`src/rtl/wsts_pkg.sv`:
```
// package for the work-stealing task scheduler
// holds field widths, parameter defaults, result codes and the control/status structs
// no dependencies
`default_nettype none

package wsts_pkg;

    // parameter defaults
    localparam int NUM_WORKERS_DEF = 8;
    localparam int STACK_DEPTH_DEF = 256;

    // fixed field widths
    localparam int HANDLE_W = 8;
    localparam int WORKER_W = 3;
    localparam int CFG_W    = 4;

    // result kinds loaded into the output register
    localparam logic [1:0] RES_NONE = 2'd0;
    localparam logic [1:0] RES_PUSH = 2'd1;
    localparam logic [1:0] RES_OVF  = 2'd2;
    localparam logic [1:0] RES_POP  = 2'd3;

    // commands from controller to datapath
    typedef struct packed {
        logic       load;       // capture the incoming item
        logic       push;       // write handle, bump own fill count
        logic       pop;        // drop fill count of selected stack, read its top
        logic       ptr_load;   // working pointer = steal pointer + 1
        logic       ptr_sub;    // working pointer -= active count
        logic       ptr_inc;    // working pointer += 1
        logic       advance;    // commit working pointer, switch to victim stack
        logic       res_valid;  // load the output register
        logic [1:0] res_kind;
    } cmd_t;

    // status from datapath to controller
    typedef struct packed {
        logic in_range;  // worker below the active count
        logic is_get;
        logic full;      // selected stack is full
        logic empty;     // selected stack is empty
        logic multi;     // more than one active worker
        logic ptr_ge;    // working pointer at or above the active count
        logic ptr_self;  // working pointer names the requesting worker
    } status_t;

endpackage

`default_nettype wire

```
`src/rtl/wsts_ctrl.sv`:
```
// controller state machine for the work-stealing task scheduler
// sequences check, steal-pointer wrap, steal and memory read; uses wsts_pkg
`default_nettype none

module wsts_ctrl (
    input  wire logic             clk,
    input  wire logic             rst_n,
    input  wire logic             start,
    input  wire wsts_pkg::status_t status,
    output wsts_pkg::cmd_t        cmd,
    output logic                  busy
);

    localparam logic [2:0] S_IDLE  = 3'd0;
    localparam logic [2:0] S_CHECK = 3'd1;
    localparam logic [2:0] S_MOD1  = 3'd2;
    localparam logic [2:0] S_MOD2  = 3'd3;
    localparam logic [2:0] S_STEAL = 3'd4;
    localparam logic [2:0] S_READ  = 3'd5;

    logic [2:0] state_reg;
    logic [2:0] state_next;

    // state register
    always_ff @(posedge clk or negedge rst_n)
    begin
        if (!rst_n)
        begin
            state_reg <= S_IDLE;
        end
        else
        begin
            state_reg <= state_next;
        end
    end

    assign busy = (state_reg != S_IDLE);

    // next state and commands
    always_comb
    begin
        state_next = state_reg;
        cmd        = '0;
        cmd.res_kind = wsts_pkg::RES_NONE;
        case (state_reg)
            S_IDLE:
            begin
                if (start)
                begin
                    cmd.load   = 1'b1;
                    state_next = S_CHECK;
                end
            end
            S_CHECK:
            begin
                if (!status.in_range)
                begin
                    cmd.res_valid = 1'b1;
                    state_next    = S_IDLE;
                end
                else if (!status.is_get)
                begin
                    cmd.res_valid = 1'b1;
                    if (status.full)
                    begin
                        cmd.res_kind = wsts_pkg::RES_OVF;
                    end
                    else
                    begin
                        cmd.push     = 1'b1;
                        cmd.res_kind = wsts_pkg::RES_PUSH;
                    end
                    state_next = S_IDLE;
                end
                else if (!status.empty)
                begin
                    cmd.pop    = 1'b1;
                    state_next = S_READ;
                end
                else if (status.multi)
                begin
                    cmd.ptr_load = 1'b1;
                    state_next   = S_MOD1;
                end
                else
                begin
                    cmd.res_valid = 1'b1;
                    state_next    = S_IDLE;
                end
            end
            // reduce pointer below the active count, then skip own stack
            S_MOD1:
            begin
                if (status.ptr_ge)
                begin
                    cmd.ptr_sub = 1'b1;
                end
                else if (status.ptr_self)
                begin
                    cmd.ptr_inc = 1'b1;
                    state_next  = S_MOD2;
                end
                else
                begin
                    cmd.advance = 1'b1;
                    state_next  = S_STEAL;
                end
            end
            S_MOD2:
            begin
                if (status.ptr_ge)
                begin
                    cmd.ptr_sub = 1'b1;
                end
                else
                begin
                    cmd.advance = 1'b1;
                    state_next  = S_STEAL;
                end
            end
            S_STEAL:
            begin
                if (status.empty)
                begin
                    cmd.res_valid = 1'b1;
                    state_next    = S_IDLE;
                end
                else
                begin
                    cmd.pop    = 1'b1;
                    state_next = S_READ;
                end
            end
            S_READ:
            begin
                cmd.res_valid = 1'b1;
                cmd.res_kind  = wsts_pkg::RES_POP;
                state_next    = S_IDLE;
            end
            default:
            begin
                state_next = S_IDLE;
            end
        endcase
    end

endmodule

`default_nettype wire

```
`config.mk`:
```
export PLATFORM = sky130hd
export DESIGN_NAME = wsts_ctrl
export DESIGN_NICKNAME = d
export VERILOG_FILES = /design/src/rtl/wsts_pkg.sv /design/src/rtl/wsts_ctrl.sv
export SDC_FILE = /design/constraint.sdc
export NUM_CORES = 1
export LEC_CHECK = 0
export BUFFER_PORTS_ARGS = -buffer_cell sky130_fd_sc_hd__buf_4
export CORE_AREA = 2 2 39 41
export CTS_BUF_LIST = sky130_fd_sc_hd__clkbuf_8
export DETAILED_ROUTE_END_ITERATION = 12
export DIE_AREA = 0 0 41 43
export PLACE_DENSITY = 0.56
export RECOVER_POWER = 50
export SLEW_MARGIN = 25
export SYNTH_ARGS = -nofsm -noshare
export SYNTH_HDL_FRONTEND = slang
export SYNTH_SLANG_ARGS = --single-unit
```
`constraint.sdc`:
```
create_clock -name clk -period 3.73 [get_ports clk]
set_clock_uncertainty 0.2 [all_clocks]
set_input_delay 0.1865 -clock clk [delete_from_list [all_inputs] [get_ports clk]]
set_output_delay 0.1865 -clock clk [all_outputs]
set_load 0.05 [all_outputs]
```
==> impl_metrics.py, run 1 <==
metrics = {
    "status": {
        "run_status": "completed",
    },
    "timing": {
        "hold_violations": 0,
        "tightest_slew_ns": 0.5947,
        "rsz0062_at_grt": "false",
        "setup_tns_ns": 0,
        "max_freq_mhz": 469.7,
        "max-slew-margin-rel_pct": 60.52,
        "drv_slew": 0,
        "min_period_ns": 2.129,
        "hold_ws_ns": 0.1080,
        "period_share_pct": 57.08,
        "final-setup-viol-count": 0,
    },
    "setup_path": {
        "critical-path-top-delay-family": "simple AND/OR/NAND/NOR gates",
        "slowest_stage": "dfrtp_1",
        "path_buf_inv": 1,
        "crit_chain": "or3b_1 > nor4b_1 > buf_4",
        "critPathMaxFanout": 15,
        "start_kind": "flop",
        "arrival_ns": 1.74,
        "max_stage_delay_ns": 0.51,
        "critPathKind": "flop to output port",
        "cp.required_ns": 3.34,
        "end_kind": "output port",
    },
    "layout": {
        "final_cell_count_no_fill": 88,
        "fin_util_pct": 39.06,
        "syn_to_final_growth_pct": 57.09,
        "largest_reg_flops": 3,
        "final_common_cell": "buf_4",
        "fin_nets": 83,
        "diodes": 0,
        "final_cell_mix": "buf_4 (15), inv_1 (5), nand2_1 (5), clkbuf_1 (5), o21ai_0 (4)",
        "layout-drive-gt1-share_pct": 26.39,
    },
    "power_and_ir_drop": {
        "power_uw": 398.9,
        "seqPwrFrac_pct": 17.6,
        "power_switching_uw": 210.5,
        "power_frac_comb_pct": 60.1,
        "ir_drop_mv": 0.2454,
        "clkPwrFrac_pct": 22.2,
        "leakagePower_nw": 0.2371,
        "swShare_pct": 52.76,
        "powerDensity_mw_per_mm2": 737.9,
        "internal_power_uw": 188.4,
    },
    "route": {
        "wl_per_cell_microns": 10.51,
        "drc_errors": 0,
        "drt-pass1-iter-count": 4,
        "drtIter0Drc": 8,
        "routed_wl_microns": 925,
        "vias_per_cell": 4.852,
        "drtAntennaViolNets": 0,
        "num_vias": 427,
    },
    "synthesis": {
        "yosysWarnings": 0,
        "yosysUniqueCellTypes": 24,
        "syn_inst": 49,
        "synth.area.top_cells": "dfrtp_1 (22%), o21ai_0 (5.8%), nand2_1 (5.5%)",
        "syn-num-nets": 59,
        "netlist.area_leader.share_pct": 21.82,
        "syn_area_sq_um": 344.1,
        "synth_area_leader_cell": "dfrtp_1",
        "yosysSeqAreaShare_pct": 21.82,
        "ys_ff_latch": 3,
        "syn_avg_cell_area_sq_um": 7.022,
    },
    "place": {
        "finalWeightedCongestion": 0.7423,
        "post-dp-hpwl_microns": 702.8,
        "port_buffers": 20,
        "dp_cells": 83,
    },
    "cts": {
        "post_cts_buffers": 0,
        "ctsRootBufferMaster": "clkbuf_8",
        "clock-sinks": 3,
        "insertion_delay_ns": 0.21,
        "ctsHtreeMaxLevel": 1,
        "tritoncts": "built",
        "cts_buffer_depth": 2,
        "clk_pin_slew_ns": 0.03,
        "cts_resized": 0,
        "cts_buffers": 3,
    },
    "grt": {
        "antenna_found_initial": 0,
        "groute.usage.overall_pct": 12.07,
        "busiest_layer": "met2",
        "grt_pass1_vias": 368,
        "grtUsageMet1_pct": 17.15,
        "grt_first_pass_wirelength_microns": 1504,
        "grt_start_max_net_pins": 16,
        "use_met2_pct": 17.19,
        "grt_use_met3_pct": 3.141,
        "overflow": 0,
    },
    "die": {
        "floorplan.io_pins": 21,
        "std_cell_rows": 14,
        "die_x_microns": 41,
        "die_area_sq_mm": 0.001763,
        "die_y_microns": 43,
        "core_sq_mm": 0.001384,
        "initial_core_util_pct": 24.86,
    },
    "run": {
        "cap_viol_max_count": 0,
    },
    "min_path": {
        "hold_class": "primary input to async pin",
    },
}
-- cells by family (layout without fill, tap and decap cells) --
group | Yosys count | count (layout) | share of synthesized area, %
simple gates | 24 | 24 | 40.73
flops | 3 | 3 | 21.82
compound gates | 16 | 16 | 30.91
buf+inv | 6 | 29 | 6.545
-- through the flow --
step	worst slack [ns]	cell area (sq um)
2_1_floorplan	0.8693	344.1
3_5_place_dp	1.858	506.7
5_1_grt	1.524	540.5
6_report	1.601	540.5
4_1_cts	1.634	561.8
3_3_place_gp	1.878	506.7
-- layer usage --
| layer | part of all wire [%] | wire, microns |
|---|---|---|
| met1 | 44 | 406 |
| met2 | 47 | 433 |
| met3 | 9.3 | 86 |
| met4 | 0 | 0 |
| met5 | 0 | 0 |
-- worst register-to-register path: stages, from the launching register on --
cell	delay, ns
dfrtp_1	0.51
or3b_1	0.46
or3_1	0.38
a21oi_2	0.14
-- synth_stat cells (all sizes together) --
| master | number |
|---|---|
| o32ai | 1 |
| a21oi | 4 |
| nor2 | 3 |
| o21bai | 1 |
| o31a | 1 |
| nor3b | 1 |
| nor4b | 2 |
| inv | 4 |
| clkbuf | 2 |
| a31oi | 2 |
| or2b | 1 |
| nand2 | 5 |
| or3 | 3 |
| o32a | 1 |
| dfrtp | 3 |
| and2 | 1 |
| nand2b | 2 |
| nor2b | 3 |
| o211ai | 1 |
| or3b | 1 |
| nor3 | 2 |
| a211oi | 1 |
| o21ai | 4 |
-- worst paths after layout --
| path | startpoint | to | slack, ns | cells after the start |
|---|---|---|---|---|
| max in group asynchronous | rst_n | state_reg[0]$_DFFE_PN0P_ | 3.07 | 2 |
| min in group clk | status[3] | state_reg[2]$_DFFE_PN0P_ | 0.12 | 3 |
| worst min-delay path | rst_n | state_reg[1]$_DFFE_PN0P_ | 0.11 | 2 |
| worst max register to register | state_reg[2]$_DFFE_PN0P_ | state_reg[2]$_DFFE_PN0P_ | 1.97 | 3 |
| worst max-delay path | state_reg[2]$_DFFE_PN0P_ | cmd[8] | 1.60 | 3 |
| worst min register to register | state_reg[0]$_DFFE_PN0P_ | state_reg[0]$_DFFE_PN0P_ | 0.53 | 2 |
-- final cells by class --
type,count,area [sq um]
inverters,4,15.01
well taps,16,20.02
clock inverters,1,3.754
fillers,157,843.3
multi-input cells,40,244.0
repair buffers,21,141.4
flip-flops and latches,3,75.07
clock buffers,3,41.29
-- power by group through the flow --
stage	logic [mW]	registers (mW)	clock network, mW
after floorplan	0.204	0.0547	0
after global placement	0.259	0.0717	0
after detailed placement	0.259	0.0705	0
after CTS	0.261	0.0701	0.0901
after global routing	0.261	0.0753	0.0942
final	0.240	0.0703	0.0887
-- timing repair --
item / 4_1_cts / 5_1_grt
setup endpoints to repair: 0 / 0
endpoints found under the hold margin: 3 / 0
hold buffers: 1 / 0
Power figures use the tool's default switching activity.
==> run 2: changes to the inputs <==
clock period = 2 ns   (was 3.73 ns; I/O delays follow)
==> impl_metrics.py, run 2 (synthesized netlist as in run 1, its figures left out) <==
metrics = {
    "route": {
        "routed_wl_microns": 1030,
        "drt-pass1-iter-count": 4,
        "num_vias": 455,
        "drc_errors": 0,
        "drtIter0Drc": 10,
        "drtAntennaViolNets": 0,
        "vias_per_cell": 5.056,
        "dr_wl_met2_microns": 538,
        "top_layer": "met3",
        "wl_met1_microns": 423,
        "wl_per_cell_microns": 11.44,
        "wl_met3_microns": 68,
    },
    "min_path": {
        "hold_class": "primary input to async pin",
    },
    "layout": {
        "layout-drive-gt1-share_pct": 40.54,
        "diodes": 0,
        "fin_nets": 85,
        "largest_reg_flops": 3,
        "final_cell_mix": "buf_4 (17), inv_1 (5), nand2_1 (5)",
        "syn_to_final_growth_pct": 70.91,
        "final_common_cell": "buf_4",
    },
    "place": {
        "port_buffers": 20,
        "finalWeightedCongestion": 0.8124,
        "post-dp-hpwl_microns": 825.8,
    },
    "setup_path": {
        "critPathKind": "flop to output port",
        "slowest_stage": "dfrtp_1",
        "worst-r2r-setup-slack_ns": 0.30,
        "arrival_ns": 1.62,
        "cp-startpoint": "state_reg[2]$_DFFE_PN0P_",
        "endpoint": "cmd[7]",
        "end_kind": "output port",
        "cp.required_ns": 1.70,
        "cp.depth": 4,
        "path_buf_inv": 2,
        "start_kind": "flop",
        "cpMostUsedCell": "buf_4",
        "critPathMaxFanout": 8,
        "r2r-start": "state_reg[2]$_DFFE_PN0P_",
        "max_stage_delay_ns": 0.44,
        "crit_chain": "buf_4 > or3_1 > a211oi_2 > buf_4",
        "reg2reg_to": "state_reg[2]$_DFFE_PN0P_",
        "critical-path-top-delay-family": "flip-flops",
        "r2r_cells": 3,
    },
    "grt": {
        "groute.usage.overall_pct": 11.48,
        "grt_start_max_net_pins": 10,
        "grt_pass1_vias": 381,
        "overflow": 0,
        "antenna_found_initial": 0,
        "grt_first_pass_wirelength_microns": 1476,
    },
    "timing": {
        "min_period_ns": 1.917,
        "hold_violations": 0,
        "final-setup-viol-count": 0,
        "tightest_slew_ns": 0.5907,
        "max_freq_mhz": 521.7,
        "rsz0062_at_grt": "false",
        "hold_ws_ns": 0.03301,
        "drv_slew": 0,
        "max-slew-margin-rel_pct": 60.79,
        "period_share_pct": 95.84,
        "setup_tns_ns": 0,
    },
    "die": {
        "die_area_sq_mm": 0.001763,
        "die_y_microns": 43,
        "initial_core_util_pct": 24.86,
        "core_sq_mm": 0.001384,
        "die_x_microns": 41,
        "std_cell_rows": 14,
        "floorplan.io_pins": 21,
    },
    "power_and_ir_drop": {
        "ir_drop_mv": 0.4432,
        "power_uw": 786.5,
        "leakagePower_nw": 0.2635,
        "powerDensity_mw_per_mm2": 1337,
    },
    "cts": {
        "ctsHtreeMaxLevel": 1,
        "insertion_delay_ns": 0.21,
        "cts_buffers": 3,
        "clock-sinks": 3,
        "ctsRootBufferMaster": "clkbuf_8",
        "tritoncts": "built",
        "clk_pin_slew_ns": 0.03,
        "cts_buffer_depth": 2,
    },
    "status": {
        "run_status": "completed",
    },
    "run": {
        "cap_viol_max_count": 0,
    },
}
==> run 2: metrics by stage <==
step | cells | instance area [sq um] | setup WS, ns | utilization [%]
6_report | 90 | 588.1 | 0.08315 | 42.50
5_1_grt | 90 | 588.1 | 0.01361 | 42.50
4_1_cts | 90 | 605.6 | 0.07191 | 43.76
3_5_place_dp | 85 | 550.5 | 0.2992 | 39.78
3_3_place_gp | 85 | 550.5 | 0.3081 | 39.78
2_1_floorplan | 49 | 372.9 | -0.09040 | -
==> run 2: worst min-delay path by stage <==
stage,slack (ns),endpoint,from
floorplan,-0.40,state_reg[0]$_DFFE_PN0P_,rst_n
global placement,-0.31,state_reg[2]$_DFFE_PN0P_,rst_n
detailed placement,-0.31,state_reg[2]$_DFFE_PN0P_,rst_n
CTS,0.02,state_reg[2]$_DFFE_PN0P_,rst_n
global route,0.06,state_reg[2]$_DFFE_PN0P_,rst_n
finish,0.03,state_reg[1]$_DFFE_PN0P_,rst_n
==> run 2: timing repair <==
item / CTS / global route
hold buffers: 1 / 0
buffers inserted: 0 / 0
endpoints found under the hold margin: 3 / 0
gates resized for setup: 0 / 0
==> run 2: area by class of cell <==
type	instances	area, sq um
Timing Repair Buffer	23	160.2
Multi-Input combinational cell	40	272.8
Clock buffer	3	41.29
Tap cell	16	20.02
Inverter	4	15.01
Clock inverter	1	3.754
Fill cell	149	795.8
Sequential cell	3	75.07
==> run 2: report_power, final <==
part	total [mW]	switching, mW	internal [mW]
Sequential	0.114	0.0331	0.0809
Clock	0.172	0.0417	0.131
Combinational	0.500	0.342	0.158
Total	0.787	0.416	0.370
==> run 2: layer usage <==
layer | vias to the layer above | global-route usage [%]
li1 | 227 | -
met1 | 212 | 14.61
met2 | 16 | 19.69
met3 | 0 | 1.571
met4 | 0 | 2.000
met5 | - | 0
